$ cat src/rtl/mmp_pkg.sv
// Shared types and constants for the MIDI message parser.
// Standalone package with no dependencies.
`default_nettype none

package mmp_pkg;

	localparam int LED_COUNT = 4;
	localparam int LED_W     = (LED_COUNT > 4) ? LED_COUNT : 4;

	localparam logic [6:0] LED_BASE_RESET = 7'd36;

	localparam logic [3:0] SYS_NIBBLE = 4'hf;

	typedef enum logic [2:0] {
		KIND_NOTE_OFF   = 3'd0,
		KIND_NOTE_ON    = 3'd1,
		KIND_KEY_PRESS  = 3'd2,
		KIND_CONTROL    = 3'd3,
		KIND_PROGRAM    = 3'd4,
		KIND_CHAN_PRESS = 3'd5,
		KIND_BEND       = 3'd6,
		KIND_SYSTEM     = 3'd7
	} msg_kind_t;

	localparam logic [1:0] NEED_NONE = 2'd0;
	localparam logic [1:0] NEED_ONE  = 2'd1;
	localparam logic [1:0] NEED_TWO  = 2'd2;

	function automatic logic [1:0] data_len(input msg_kind_t kind);
		logic [1:0] len;
		unique case (kind)
			KIND_PROGRAM, KIND_CHAN_PRESS: len = NEED_ONE;
			default:                       len = NEED_TWO;
		endcase
		return len;
	endfunction

endpackage

`default_nettype wire

$ cat src/rtl/midi_message_parser.sv
// MIDI byte-stream parser: input register, parse logic, result register.
// Depends on mmp_pkg for message kinds, LED count and data lengths.
`default_nettype none

// Takes one MIDI byte per clock and emits a finished channel or system
// message once its last byte has passed the input register and then the
// result register. The rate is one byte per clock while the result side
// takes its requests; in_stall rises only when the input and result
// registers are both full and the result is stalled. Running state
// (pending kind, channel, byte count, held data byte, LED flags) is
// updated as each byte leaves the input register. The user must write
// led_base_q through cfg_wr_en/cfg_wr_data only while idle; not enforced.
module midi_message_parser (
	input  wire logic       clk,
	input  wire logic       arst_n,
	input  wire logic       cfg_wr_en,
	input  wire logic [6:0] cfg_wr_data,
	input  wire logic       in_valid,
	output logic            in_stall,
	input  wire logic [7:0] rx_byte,
	output logic            out_valid,
	input  wire logic       out_stall,
	output logic [2:0]      msg_kind,
	output logic [3:0]      channel_num,
	output logic [3:0]      system_type,
	output logic [6:0]      first_data,
	output logic [6:0]      second_data,
	output logic [3:0]      led_bits
);
	import mmp_pkg::*;

	logic             valid_s1;
	logic [7:0]       byte_s1;
	logic [6:0]       led_base_q;
	msg_kind_t        pend_kind_q;
	logic [3:0]       pend_chan_q;
	logic [1:0]       need_q;
	logic [6:0]       held_q;
	logic [LED_W-1:0] led_state_q;

	logic             out_valid_q;
	msg_kind_t        kind_q;
	logic [3:0]       chan_q;
	logic [3:0]       sys_q;
	logic [6:0]       d1_q;
	logic [6:0]       d2_q;
	logic [3:0]       leds_q;

	logic             produce;
	logic             advance;
	logic             take_s1;
	logic             in_accept;
	msg_kind_t        r_kind;
	logic [3:0]       r_chan;
	logic [3:0]       r_sys;
	logic [6:0]       r_d1;
	logic [6:0]       r_d2;
	msg_kind_t        n_pend_kind;
	logic [3:0]       n_pend_chan;
	logic [1:0]       n_need;
	logic [6:0]       n_held;
	logic [LED_W-1:0] n_leds;
	logic [LED_W-1:0] led_mask;
	logic [7:0]       key_off;
	logic             key_ge;

	always_comb begin
		key_ge  = r_d1 >= led_base_q;
		key_off = {1'b0, r_d1} - {1'b0, led_base_q};
		for (int i = 0; i < LED_W; i++) begin
			led_mask[i] = (i < LED_COUNT) && key_ge && (key_off == 8'(i));
		end
	end

	always_comb begin
		produce     = 1'b0;
		r_kind      = KIND_SYSTEM;
		r_chan      = '0;
		r_sys       = '0;
		r_d1        = '0;
		r_d2        = '0;
		n_pend_kind = pend_kind_q;
		n_pend_chan = pend_chan_q;
		n_need      = need_q;
		n_held      = held_q;
		n_leds      = led_state_q;
		if (byte_s1[7]) begin
			n_held = '0;
			if (byte_s1[7:4] == SYS_NIBBLE) begin
				produce = 1'b1;
				r_sys   = byte_s1[3:0];
				n_need  = NEED_NONE;
			end else begin
				n_pend_kind = msg_kind_t'(byte_s1[6:4]);
				n_pend_chan = byte_s1[3:0];
				n_need      = data_len(msg_kind_t'(byte_s1[6:4]));
			end
		end else if (need_q == NEED_TWO) begin
			n_held = byte_s1[6:0];
			n_need = NEED_ONE;
		end else if (need_q == NEED_ONE) begin
			produce = 1'b1;
			r_kind  = pend_kind_q;
			r_chan  = pend_chan_q;
			if (data_len(pend_kind_q) == NEED_TWO) begin
				r_d1 = held_q;
				r_d2 = byte_s1[6:0];
			end else begin
				r_d1 = byte_s1[6:0];
			end
			if (pend_kind_q == KIND_NOTE_ON) begin
				n_leds = led_state_q | led_mask;
			end else if (pend_kind_q == KIND_NOTE_OFF) begin
				n_leds = led_state_q & ~led_mask;
			end
			n_need = NEED_NONE;
			n_held = '0;
		end
	end

	assign advance   = !(valid_s1 && produce && out_valid_q && out_stall);
	assign take_s1   = valid_s1 && advance;
	assign in_stall  = !advance;
	assign in_accept = in_valid && !in_stall;

	always_ff @(posedge clk or negedge arst_n) begin
		if (!arst_n) begin
			valid_s1    <= 1'b0;
			led_base_q  <= LED_BASE_RESET;
			pend_kind_q <= KIND_NOTE_OFF;
			pend_chan_q <= '0;
			need_q      <= NEED_NONE;
			held_q      <= '0;
			led_state_q <= '0;
			out_valid_q <= 1'b0;
		end else begin
			if (cfg_wr_en) begin
				led_base_q <= cfg_wr_data;
			end
			if (in_accept) begin
				valid_s1 <= 1'b1;
			end else if (take_s1) begin
				valid_s1 <= 1'b0;
			end
			if (take_s1) begin
				pend_kind_q <= n_pend_kind;
				pend_chan_q <= n_pend_chan;
				need_q      <= n_need;
				held_q      <= n_held;
				led_state_q <= n_leds;
			end
			if (take_s1 && produce) begin
				out_valid_q <= 1'b1;
			end else if (!out_stall) begin
				out_valid_q <= 1'b0;
			end
		end
	end

	always_ff @(posedge clk) begin
		if (in_accept) begin
			byte_s1 <= rx_byte;
		end
		if (take_s1 && produce) begin
			kind_q <= r_kind;
			chan_q <= r_chan;
			sys_q  <= r_sys;
			d1_q   <= r_d1;
			d2_q   <= r_d2;
			leds_q <= n_leds[3:0];
		end
	end

	assign out_valid   = out_valid_q;
	assign msg_kind    = kind_q;
	assign channel_num = chan_q;
	assign system_type = sys_q;
	assign first_data  = d1_q;
	assign second_data = d2_q;
	assign led_bits    = leds_q;

	a_need_range: assert property (@(posedge clk) disable iff (!arst_n)
		need_q != 2'd3)
		else $error("byte count out of range");

	a_stall_full: assert property (@(posedge clk) disable iff (!arst_n)
		in_stall |-> (valid_s1 && out_valid_q && out_stall))
		else $error("stall with a free register");

	a_sys_clears: assert property (@(posedge clk) disable iff (!arst_n)
		(take_s1 && byte_s1[7:4] == SYS_NIBBLE) |=> (need_q == NEED_NONE))
		else $error("system byte left a message pending");

	a_sys_fields: assert property (@(posedge clk) disable iff (!arst_n)
		(out_valid_q && kind_q == KIND_SYSTEM) |->
		(chan_q == 4'd0 && d1_q == 7'd0 && d2_q == 7'd0))
		else $error("system message carries channel data");

endmodule

`default_nettype wire

$ cat config.mk
export PLATFORM = sky130hd
export DESIGN_NAME = midi_message_parser
export DESIGN_NICKNAME = d
export VERILOG_FILES = /design/src/rtl/mmp_pkg.sv /design/src/rtl/midi_message_parser.sv
export SDC_FILE = /design/constraint.sdc
export NUM_CORES = 1
export LEC_CHECK = 0
export BUFFER_PORTS_ARGS = -buffer_cell sky130_fd_sc_hd__buf_4
export CAP_MARGIN = 10
export CORE_MARGIN = 2
export CORE_UTILIZATION = 30
export DETAILED_ROUTE_END_ITERATION = 7
export PLACE_DENSITY = 0.6
export SLEW_MARGIN = 30
export SYNTH_ARGS = -nofsm -noshare
export SYNTH_HDL_FRONTEND = slang
export SYNTH_SLANG_ARGS = --single-unit
export TNS_END_PERCENT = 10
$ cat constraint.sdc
create_clock -name clk -period 4.39 [get_ports clk]
set_input_delay 0.2195 -clock clk [delete_from_list [all_inputs] [get_ports clk]]
set_output_delay 0.2195 -clock clk [all_outputs]
set_load 0.01 [all_outputs]
# Word-level counts from Yosys, hierarchy flattened
# Index checks and enable logic that the tools add are counted.
totals:
  in_bits: 20
  mem_bits_rw: 0
  rom_bits: 0
  latchBits: 0
  output_inout_bits: 31
  regBits: 66
  elab_cells: 87
  n_memories: 0
classes:
  n_reduce_logical: 22
  order_cmp: 1
  n_mul: 0
  shifts: 0
  mux: 29
  addsub: 1
  div: 0
  n_bitwise: 6
  n_eq_ne: 13
op_table:
  columns: ["cell", "count"]
  rows:
  - ["7-bit two-way mux", 7]
  - ["4-bit two-way mux", 5]
  - ["2-bit two-way mux", 9]
  - ["8-bit by 2-bit == test with 1-bit output (second input constant)", 2]
  - ["3-bit == test (second input constant)", 4]
  - ["1-bit logical AND", 10]
  - ["8-bit by 1-bit == test with 1-bit output (second input constant)", 1]
  - ["8-bit logical NOT", 1]
  - ["1-bit two-way mux", 8]
  - ["7-bit by 7-bit subtractor with 8-bit output", 1]
  - ["7-bit greater-or-equal comparator", 1]
  - ["4-bit AND", 1]
  - ["2-bit == test (second input constant)", 2]
  - ["4-bit == test (second input constant)", 1]
  - ["4-bit NOT", 1]
  - ["4-bit OR", 1]
  - ["2-bit AND reduction", 2]
  - ["2-bit OR reduction", 2]
  - ["4-bit OR reduction", 1]
  - ["3-bit by 1-bit == test with 1-bit output (second input constant)", 1]
  - ["3-bit logical NOT", 1]
  - ["1-bit NOT", 3]
  - ["3-bit AND reduction", 1]
  - ["3-bit nonzero test", 1]
  - ["other kinds (5)", 5]

# Longest topological paths before layout
# Gate-level depths: netlist of the first run.
logic_depth:
  ltp_word: 21
  mapped_depth: 14
  depth_no_buf: 12

# Worst setup path before layout of the first run
# No wires, ideal clock.
synth_timing:
  path_kind: "register to register"
  startpoint: "register pend_kind_q[2]"
  endpoint: "register leds_q[1], in the netlist led_bits[1], data pin"
  arrival_ps: 3058
  required_ps: 4122
  path_slack_ps: 1065
  stages_incl_launch_ff: 15
  path_cell_list: "dfrtp_1 > nor2b_1 > clkbuf_1 > mux2i_1 > nand2b_1 > ha_1 > inv_1 > fa_1 > a211oi_1 > nor4b_1 > a211oi_1 > o2111ai_1 > buf_2 > o41ai_1 > o21ai_1"
synth_between:
  elab_chain_len: 21
  elab_cells_between_ends: 26
  cone_classes: "1 x add/sub; 1 x order compare; 5 x eq/ne; 13 x mux; 3 x bitwise; 3 x reduce/logical"
synth_lines:
  columns: ["element", "line", "source"]
  rows:
  - ["start: declaration", "midi_message_parser.sv:35", "msg_kind_t pend_kind_q;"]
  - ["start signal: assignment", "midi_message_parser.sv:146", "pend_kind_q <= n_pend_kind;"]
  - ["3-bit == test", "mmp_pkg.sv:31", "unique case (kind)"]
  - ["2-bit OR reduction", "mmp_pkg.sv:31", null]
  - ["2-bit two-way mux", "mmp_pkg.sv:31", null]
  - ["2-bit two-way mux", "midi_message_parser.sv:101", "end else if (need_q == NEED_ONE) begin"]
  - ["2-bit two-way mux", "midi_message_parser.sv:98", "end else if (need_q == NEED_TWO) begin"]
  - ["2-bit two-way mux", "midi_message_parser.sv:87", "if (byte_s1[7]) begin"]
  - ["2-bit == test", "midi_message_parser.sv:105", "if (data_len(pend_kind_q) == NEED_TWO) begin"]
  - ["7-bit two-way mux", "midi_message_parser.sv:105", null]
  - ["[6 not listed]", null, null]
  - ["4-bit NOT", "midi_message_parser.sv:114", "n_leds = led_state_q & ~led_mask;"]
  - ["4-bit AND", "midi_message_parser.sv:114", null]
  - ["4-bit two-way mux", "midi_message_parser.sv:113", "end else if (pend_kind_q == KIND_NOTE_OFF) begin"]
  - ["4-bit two-way mux *", "midi_message_parser.sv:111", "if (pend_kind_q == KIND_NOTE_ON) begin"]
  - ["4-bit two-way mux *", "midi_message_parser.sv:101", null]
  - ["4-bit two-way mux *", "midi_message_parser.sv:98", null]
  - ["4-bit two-way mux *", "midi_message_parser.sv:87", null]
  - ["named net n_leds[1]", "midi_message_parser.sv:62", "logic [LED_W-1:0] n_leds;"]
  - ["end signal: assignment", "midi_message_parser.sv:170", "leds_q <= n_leds[3:0];"]
  - ["end: declaration", "midi_message_parser.sv:47", "logic [3:0] leds_q;"]
# Mark *: on every way through the listed nets, which the timed path passes. The rest lies on a longest branch. The select of a mux whose other input is x is not followed.
# A chain may end at the register's enable or synchronous reset.

# Worst setup path in the final report of the first run
# Same ends and word-level chain as after synthesis.

==> results.cfg, run 1 <==
[logic_synthesis]
synth_ff_type = edfxtp_1
synth_most_common_cell = edfxtp_1
synth-seq-cells = 66
synth_top_area_share_pct = 37.1
yosysUniqueCellTypes = 45
avgSynthCellArea_um2 = 12.1
synth_nets = 276
yosys-top-cells-count = edfxtp_1, dfrtp_1, nand2_1
ys_seq_area_share_pct = 61.5
synth_area_leader_cell = edfxtp_1
synth_area_um2 = 2990
synth_edf_count = 37
synth_area_leaders = edfxtp_1, dfrtp_1, nand2_1, and2_1, ha_1
syn_inst = 248
ys_warn_count = 0
async_reset_ff_share_pct = 43.9

[timing]
fin_crit_ns = 3.67
tns_ns = 0
max_freq_mhz = 272
rsz0062_at_grt = false
finalMaxSlewViolations = 0
tightest_slew_ns = 0.871
finalClockSkew_ns = 0.00729
hold_viol_final = 0
finalSetupViolations = 0
fin_crit_sh_pct = 83.7
slew_headroom_pct = 41.5

[clocking]
cts_tree = built
cts_buffers = 9
clockBufferDepth = 2
clock_sinks = 66
root_buffer = clkbuf_8
clk_pin_slew_ns = 0.07
post_cts_resized = 0
clock_latency_ns = 0.35
cts_max_level = 3

[pwr]
power.density_nw_per_um2 = 390
intPower_mw = 1.06
p_sw_mw = 0.387
clockPowerShare_pct = 35.0
power.leakage_nw = 1.46
p_comb_share_pct = 14.2
total_power_mw = 1.45
p_sw_share_pct = 26.7
pwr-share-seq_pct = 50.8
vdd_drop_max_uv = 176

[finish]
drive_above_1_share_pct = 26.1
nFillCells = 991
final_cells = 443
areaGrowthSynthToFinish_pct = 24.4
regArea_um2 = 1840
antenna_cells = 0
multi_input_area_um2 = 1080
layout.nets = 333

[critical_path]
crit_start = pend_kind_q[2]
path_class = flop to flop
r2r-start = pend_kind_q[2]
cp.required_ns = 4.48
crit_fanout = 12
arrival_ns = 3.76
crit_path_end_kind = flop
critPathLaunchType = flop

[job]
cap_violations = 0

[drt]
drt-pass1-iter-count = 4
first_iter_violations = 95
wirelength_um = 6120
ant_nets = 0
post-route-drc-count = 0
wl_per_cell_um = 13.8
viasPerCell = 4.58
dr_total_vias = 2030

[floorplan]
pin_count = 51
die_area_um2 = 10800
rows = 36
fp.dieW_um = 104
die_y_um = 104
core_area_um2 = 9730
start_util_pct = 30.7

[placement]
place_hpwl_um = 4380
placedCellCount = 426
portBuffers = 50
place.gp.congestion = 0.754

[grt]
gr-total-overflow = 0
grt_max_degree = 30
gr-usage-all-layers_pct = 12.0
grt_pass1_vias = 2091
grt_pass1_wl_um = 10100
antenna_found_initial = 0

[hold_path]
hp-class = input pin to flop
min_from = rx_byte[6]

[run_status]
status = finished, final reports clean
[path summary, 6_finish.rpt]
kind,endpoint,slack (ns),cells after the start
worst max-delay path,led_bits[1],0.72,13
min in group asynchronous,pend_chan_q[0],0.34,2
max in group asynchronous,led_base_q[5],3.73,2
worst min register to register,held_q[0],0.49,2
worst max register to register,led_bits[1],0.72,13
worst min-delay path,byte_s1[6],0.05,1
[what timing repair did]
item,4_1_cts,5_1_grt
hold endpoints to repair,27,0
hold buffers,1,0
setup buffers,0,0
[worst max-delay path: stages, from the launching register on]
cell	delay [ns]
dfrtp_1	0.43
nor2b_1	0.16
buf_4	0.19
mux2i_1	0.19
nand2b_1	0.15
ha_1	0.17
inv_1	0.05
fa_1	0.40
a211oi_1	0.34
nor4b_1	0.11
a211oi_1	0.24
o2111ai_1	0.43
o41ai_1	0.43
o21ai_1	0.12
[cell usage in the layout, fill, tap and decap left out, types with 2 or more instances in the layout]
master	netlist	final
o21a_1	2	2
ha_1	7	7
or2_2	2	2
mux2_2	5	5
edfxtp_1	37	37
a21oi_1	6	5
and2_1	15	15
xnor2_1	2	2
nor2_1	14	14
clkinvlp_4	0	3
a211oi_1	2	2
nor2b_1	2	2
mux2i_1	8	8
o21ai_1	12	12
nand3b_1	2	2
dfrtp_1	27	27
clkbuf_8	0	9
inv_1	8	8
dfstp_2	2	2
o21ai_0	14	14
nand2_1	27	27
buf_4	0	53
o22a_1	3	3
nand3_1	2	2
nand2b_1	12	12
o31ai_1	6	6
o41ai_1	3	3
or2_1	2	2
nor3b_1	2	2
[registers in the layout (all words and copies together), names as in the netlist, 3 cells and up]
name	cells
byte_s1	8
first_data	7
held_q	7
led_base_q	7
second_data	7
channel_num	4
led_bits	4
led_state_q	4
pend_chan_q	4
system_type	4
msg_kind	3
pend_kind_q	3
[metrics by stage]
step / setup WS, ns / hold WS, ns / instance area, um^2 / util [%]
2_1_floorplan: 1.06 / -0.0761 / 2990 / -
3_3_place_gp: 0.953 / 0.173 / 3520 / 36.1
3_5_place_dp: 0.762 / 0.177 / 3520 / 36.1
4_1_cts: 0.711 / 0.0378 / 3720 / 38.2
5_1_grt: 0.417 / 0.0252 / 3720 / 38.2
6_report: 0.717 / 0.0476 / 3720 / 38.2
[metal layers]
metal	part of all wire (%)	track usage, %	wire [um]	vias up
met5	0	0	0	-
met4	2.8	5.89	174	0
met3	5.6	4.20	342	15
met2	44	17.3	2680	56
met1	48	15.9	2920	960
li1	-	-	-	999
[layout make-up]
cell class	instances	share of cell area [%]
multi-input cells	166	29.1
well taps	133	4.47
repair buffers	54	11.0
clock buffers	10	3.43
flip-flops and latches	66	49.4
clock inverters	6	1.78
inverters	8	0.807
[logic make-up after synthesis]
| logic type | Yosys count | share of synthesized area [%] |
|---|---|---|
| mux | 13 | 4.56 |
| fa+ha+maj | 8 | 3.60 |
| simple gates | 90 | 16.4 |
| buf+inv | 16 | 2.43 |
| flops | 66 | 61.5 |
| xor+xnor | 3 | 0.878 |
| compound gates | 52 | 10.7 |
[power groups by stage]
stage          combinational, mW  clock (mW)  sequential [mW]
3_5_place_dp               0.207           0            0.750
4_1_cts                    0.208       0.515            0.737
3_3_place_gp               0.201           0            0.749
2_1_floorplan              0.130           0            0.748
5_1_grt                    0.230       0.546            0.744
6_report                   0.206       0.508            0.737
No activity file was read; power rests on OpenSTA's default activity.
==> inputs of run 2 (changes only) <==
--- a/config.mk
+++ b/config.mk
@@ -5,6 +5,7 @@
 export SDC_FILE = /design/constraint.sdc
 export NUM_CORES = 1
 export LEC_CHECK = 0
+export ABC_AREA = 1
 export BUFFER_PORTS_ARGS = -buffer_cell sky130_fd_sc_hd__buf_4
 export CAP_MARGIN = 10
 export CORE_MARGIN = 2
==> constraint.sdc (replaced) <==
create_clock -name clk -period 3.8 [get_ports clk]
set_input_delay 0.19 -clock clk [delete_from_list [all_inputs] [get_ports clk]]
set_output_delay 0.19 -clock clk [all_outputs]
set_load 0.01 [all_outputs]
==> results.cfg, run 2 <==
[finish]
largest_register_ff_count = 8
layout.nets = 388
drive_above_1_share_pct = 27.1
layout_common_cells = nand2_1, buf_4, inv_1, edfxtp_1, dfrtp_1
multi_input_area_um2 = 1000
regArea_um2 = 1840
layout_commonest_cell = nand2_1
largest-register = byte_s1
finish.instance_area_um2 = 3810
nFillCells = 990
antenna_cells = 0
areaGrowthSynthToFinish_pct = 25.1

[timing]
tns_ns = 0
hold_ws_ns = 0.0141
fin_crit_ns = 2.87
max_freq_mhz = 349
finalMaxSlewViolations = 0
finalSetupViolations = 0
slew_headroom_pct = 65.3
fin_crit_sh_pct = 75.4
hold_viol_final = 0
finalClockSkew_ns = 0.00833
rsz0062_at_grt = false
tightest_slew_ns = 0.520

[critical_path]
critPathLaunchType = flop
cp_slowest_cell = fa_1
path_common_cell = nand2_1
cp.required_ns = 3.90
crit_start = pend_kind_q[2]
path_class = flop to flop
path_cells = inv_1 > nor2_1 > buf_4 > inv_1 > nor2_1 > nor3_1 > inv_1 > ha_1 > inv_1 > fa_1 > nand2_1 > nand2_1 > nand3_1 > nand2_1 > nand2_1 > nand3_1 > nor2_2 > nand3_1 > nand2_1 > nand2_1
crit_path_end_kind = flop
crit_fanout = 14
r2r-start = pend_kind_q[2]
critPathMaxStageDelay_ns = 0.42
arrival_ns = 2.97

[logic_synthesis]
synth_ff_type = edfxtp_1
async_reset_ff_share_pct = 43.9
synth_top_family_by_area = simple AND/OR/NAND/NOR gates
synth_area_um2 = 3050
synth-seq-cells = 66
synth-compound-area-share_pct = 8.37
synth_xor_area_share_pct = 0.287
synth_area_leaders = edfxtp_1, dfrtp_1, nand2_1, inv_1, nand3_1
synth_area_leader_cell = edfxtp_1
synth_nets = 328
synth_edf_count = 37
avgSynthCellArea_um2 = 10.2
synthAdderAreaFrac_pct = 3.53
synth_top_area_share_pct = 36.4
synth_simple_gate_area_share_pct = 20.2
ys_warn_count = 0
syn_inst = 300
synthMuxAreaShare_pct = 0.369
ys_seq_area_share_pct = 60.3
yosysUniqueCellTypes = 34
yosys-top-cells-count = nand2_1, inv_1, edfxtp_1
synth_most_common_cell = nand2_1

[pwr]
power.leakage_nw = 1.76
power.density_nw_per_um2 = 486
vdd_drop_max_uv = 150

[placement]
portBuffers = 50
place_hpwl_um = 4540
place_area_um2 = 3580
place.gp.congestion = 0.831

[drt]
post-route-drc-count = 0
ant_nets = 0
first_iter_violations = 101
wirelength_um = 6230
drt-pass1-iter-count = 4
viasPerCell = 4.38
wl_per_cell_um = 12.5
dr_total_vias = 2183
highest_layer = met4
wl_met1_um = 3160
wl_met3_um = 283
route.met2.wl_um = 2680

[job]
cap_violations = 0

[clocking]
clk_pin_slew_ns = 0.07
cts_tree = built
clockBufferDepth = 2
holdBufCountCts = 1
post_cts_resized = 0
cts_max_level = 3
root_buffer = clkbuf_8
clock_sinks = 66
clock_latency_ns = 0.35
cts_buffers = 9
post_cts_buffers = 0

[floorplan]
die_y_um = 105
rows = 36
die_area_um2 = 11000
fp.dieW_um = 105
core_area_um2 = 9820
start_util_pct = 31.1
pin_count = 51

[grt]
gr-total-overflow = 0
antenna_found_initial = 0
grt_max_degree = 30
grt_pass1_vias = 2073
grt_pass1_wl_um = 10300
gr-usage-all-layers_pct = 12.2

[run_status]
status = finished, final reports clean

[hold_path]
min_from = rx_byte[5]
hp-class = input pin to flop
==> run 2: cell types whose count changed in the layout (fill, tap and decap cells not counted), sizes merged, moves of 6 or more <==
cell,delta
nor2,+16
nor3,+6
inv,+37
nand3,+19
nand2,+49
nand2b,-12
mux2i,-8
and2,-15
o21ai,-8
==> run 2: report_power, final <==
group	switching, mW	total, mW	internal (mW)
sequential	0.0314	0.861	0.829
combinational	0.208	0.329	0.120
clock	0.264	0.665	0.402
==> run 2: layout make-up <==
type / count / share of cell area (%)
multi-input combinational: 184 / 26.3
clock inverter: 5 / 2.00
clock buffer: 11 / 3.97
sequential: 66 / 48.2
inverter: 46 / 4.66
tap: 133 / 4.36
timing repair buffer: 53 / 10.5
==> run 2: logic make-up after synthesis <==
family                     count (synthesis)
xor gates and xnor gates                   1
muxes                                      1
DFF                                       66
AOI/OAI and AO/OA                         37
buffers and inverters                     50
and+or+nand+nor                          137
adders and majority gates                  8
==> run 2: path summary, 6_finish.rpt <==
kind	endpoint	slack (ns)	depth (start not counted)
max in group asynchronous	led_base_q[5]	3.16	2
min in group asynchronous	led_state_q[1]	0.31	2
worst max-delay path	led_bits[0]	0.93	20
worst max register to register	led_bits[0]	0.93	20
worst min register to register	held_q[2]	0.48	2
worst min-delay path	byte_s1[5]	0.01	1
==> run 2: stage by stage <==
| step | util, % | worst slack (ns) | power, mW | std cells |
|---|---|---|---|---|
| finish | 38.8 | 0.934 | 1.85 | 498 |
| global route | 38.8 | 0.588 | 1.95 | 498 |
| CTS | 38.8 | 0.925 | 1.87 | 498 |
| detailed placement | 36.4 | 0.947 | 1.20 | 481 |
| global placement | 36.4 | 0.996 | 1.20 | 481 |
| floorplan | - | 1.13 | 1.10 | 300 |
==> run 2: per-layer routing <==
metal / vias up / track usage [%]
met5: - / 0
met4: 0 / 5.33
met3: 11 / 3.56
met2: 53 / 16.9
met1: 1014 / 17.5
li1: 1105 / -
==> run 2: critical path, delay by kind of cell (launching register included) <==
family	cells	cell delay [ns]
buf+inv	5	0.48
simple gates	13	1.24
fa+ha+maj	2	0.54
flops	1	0.39
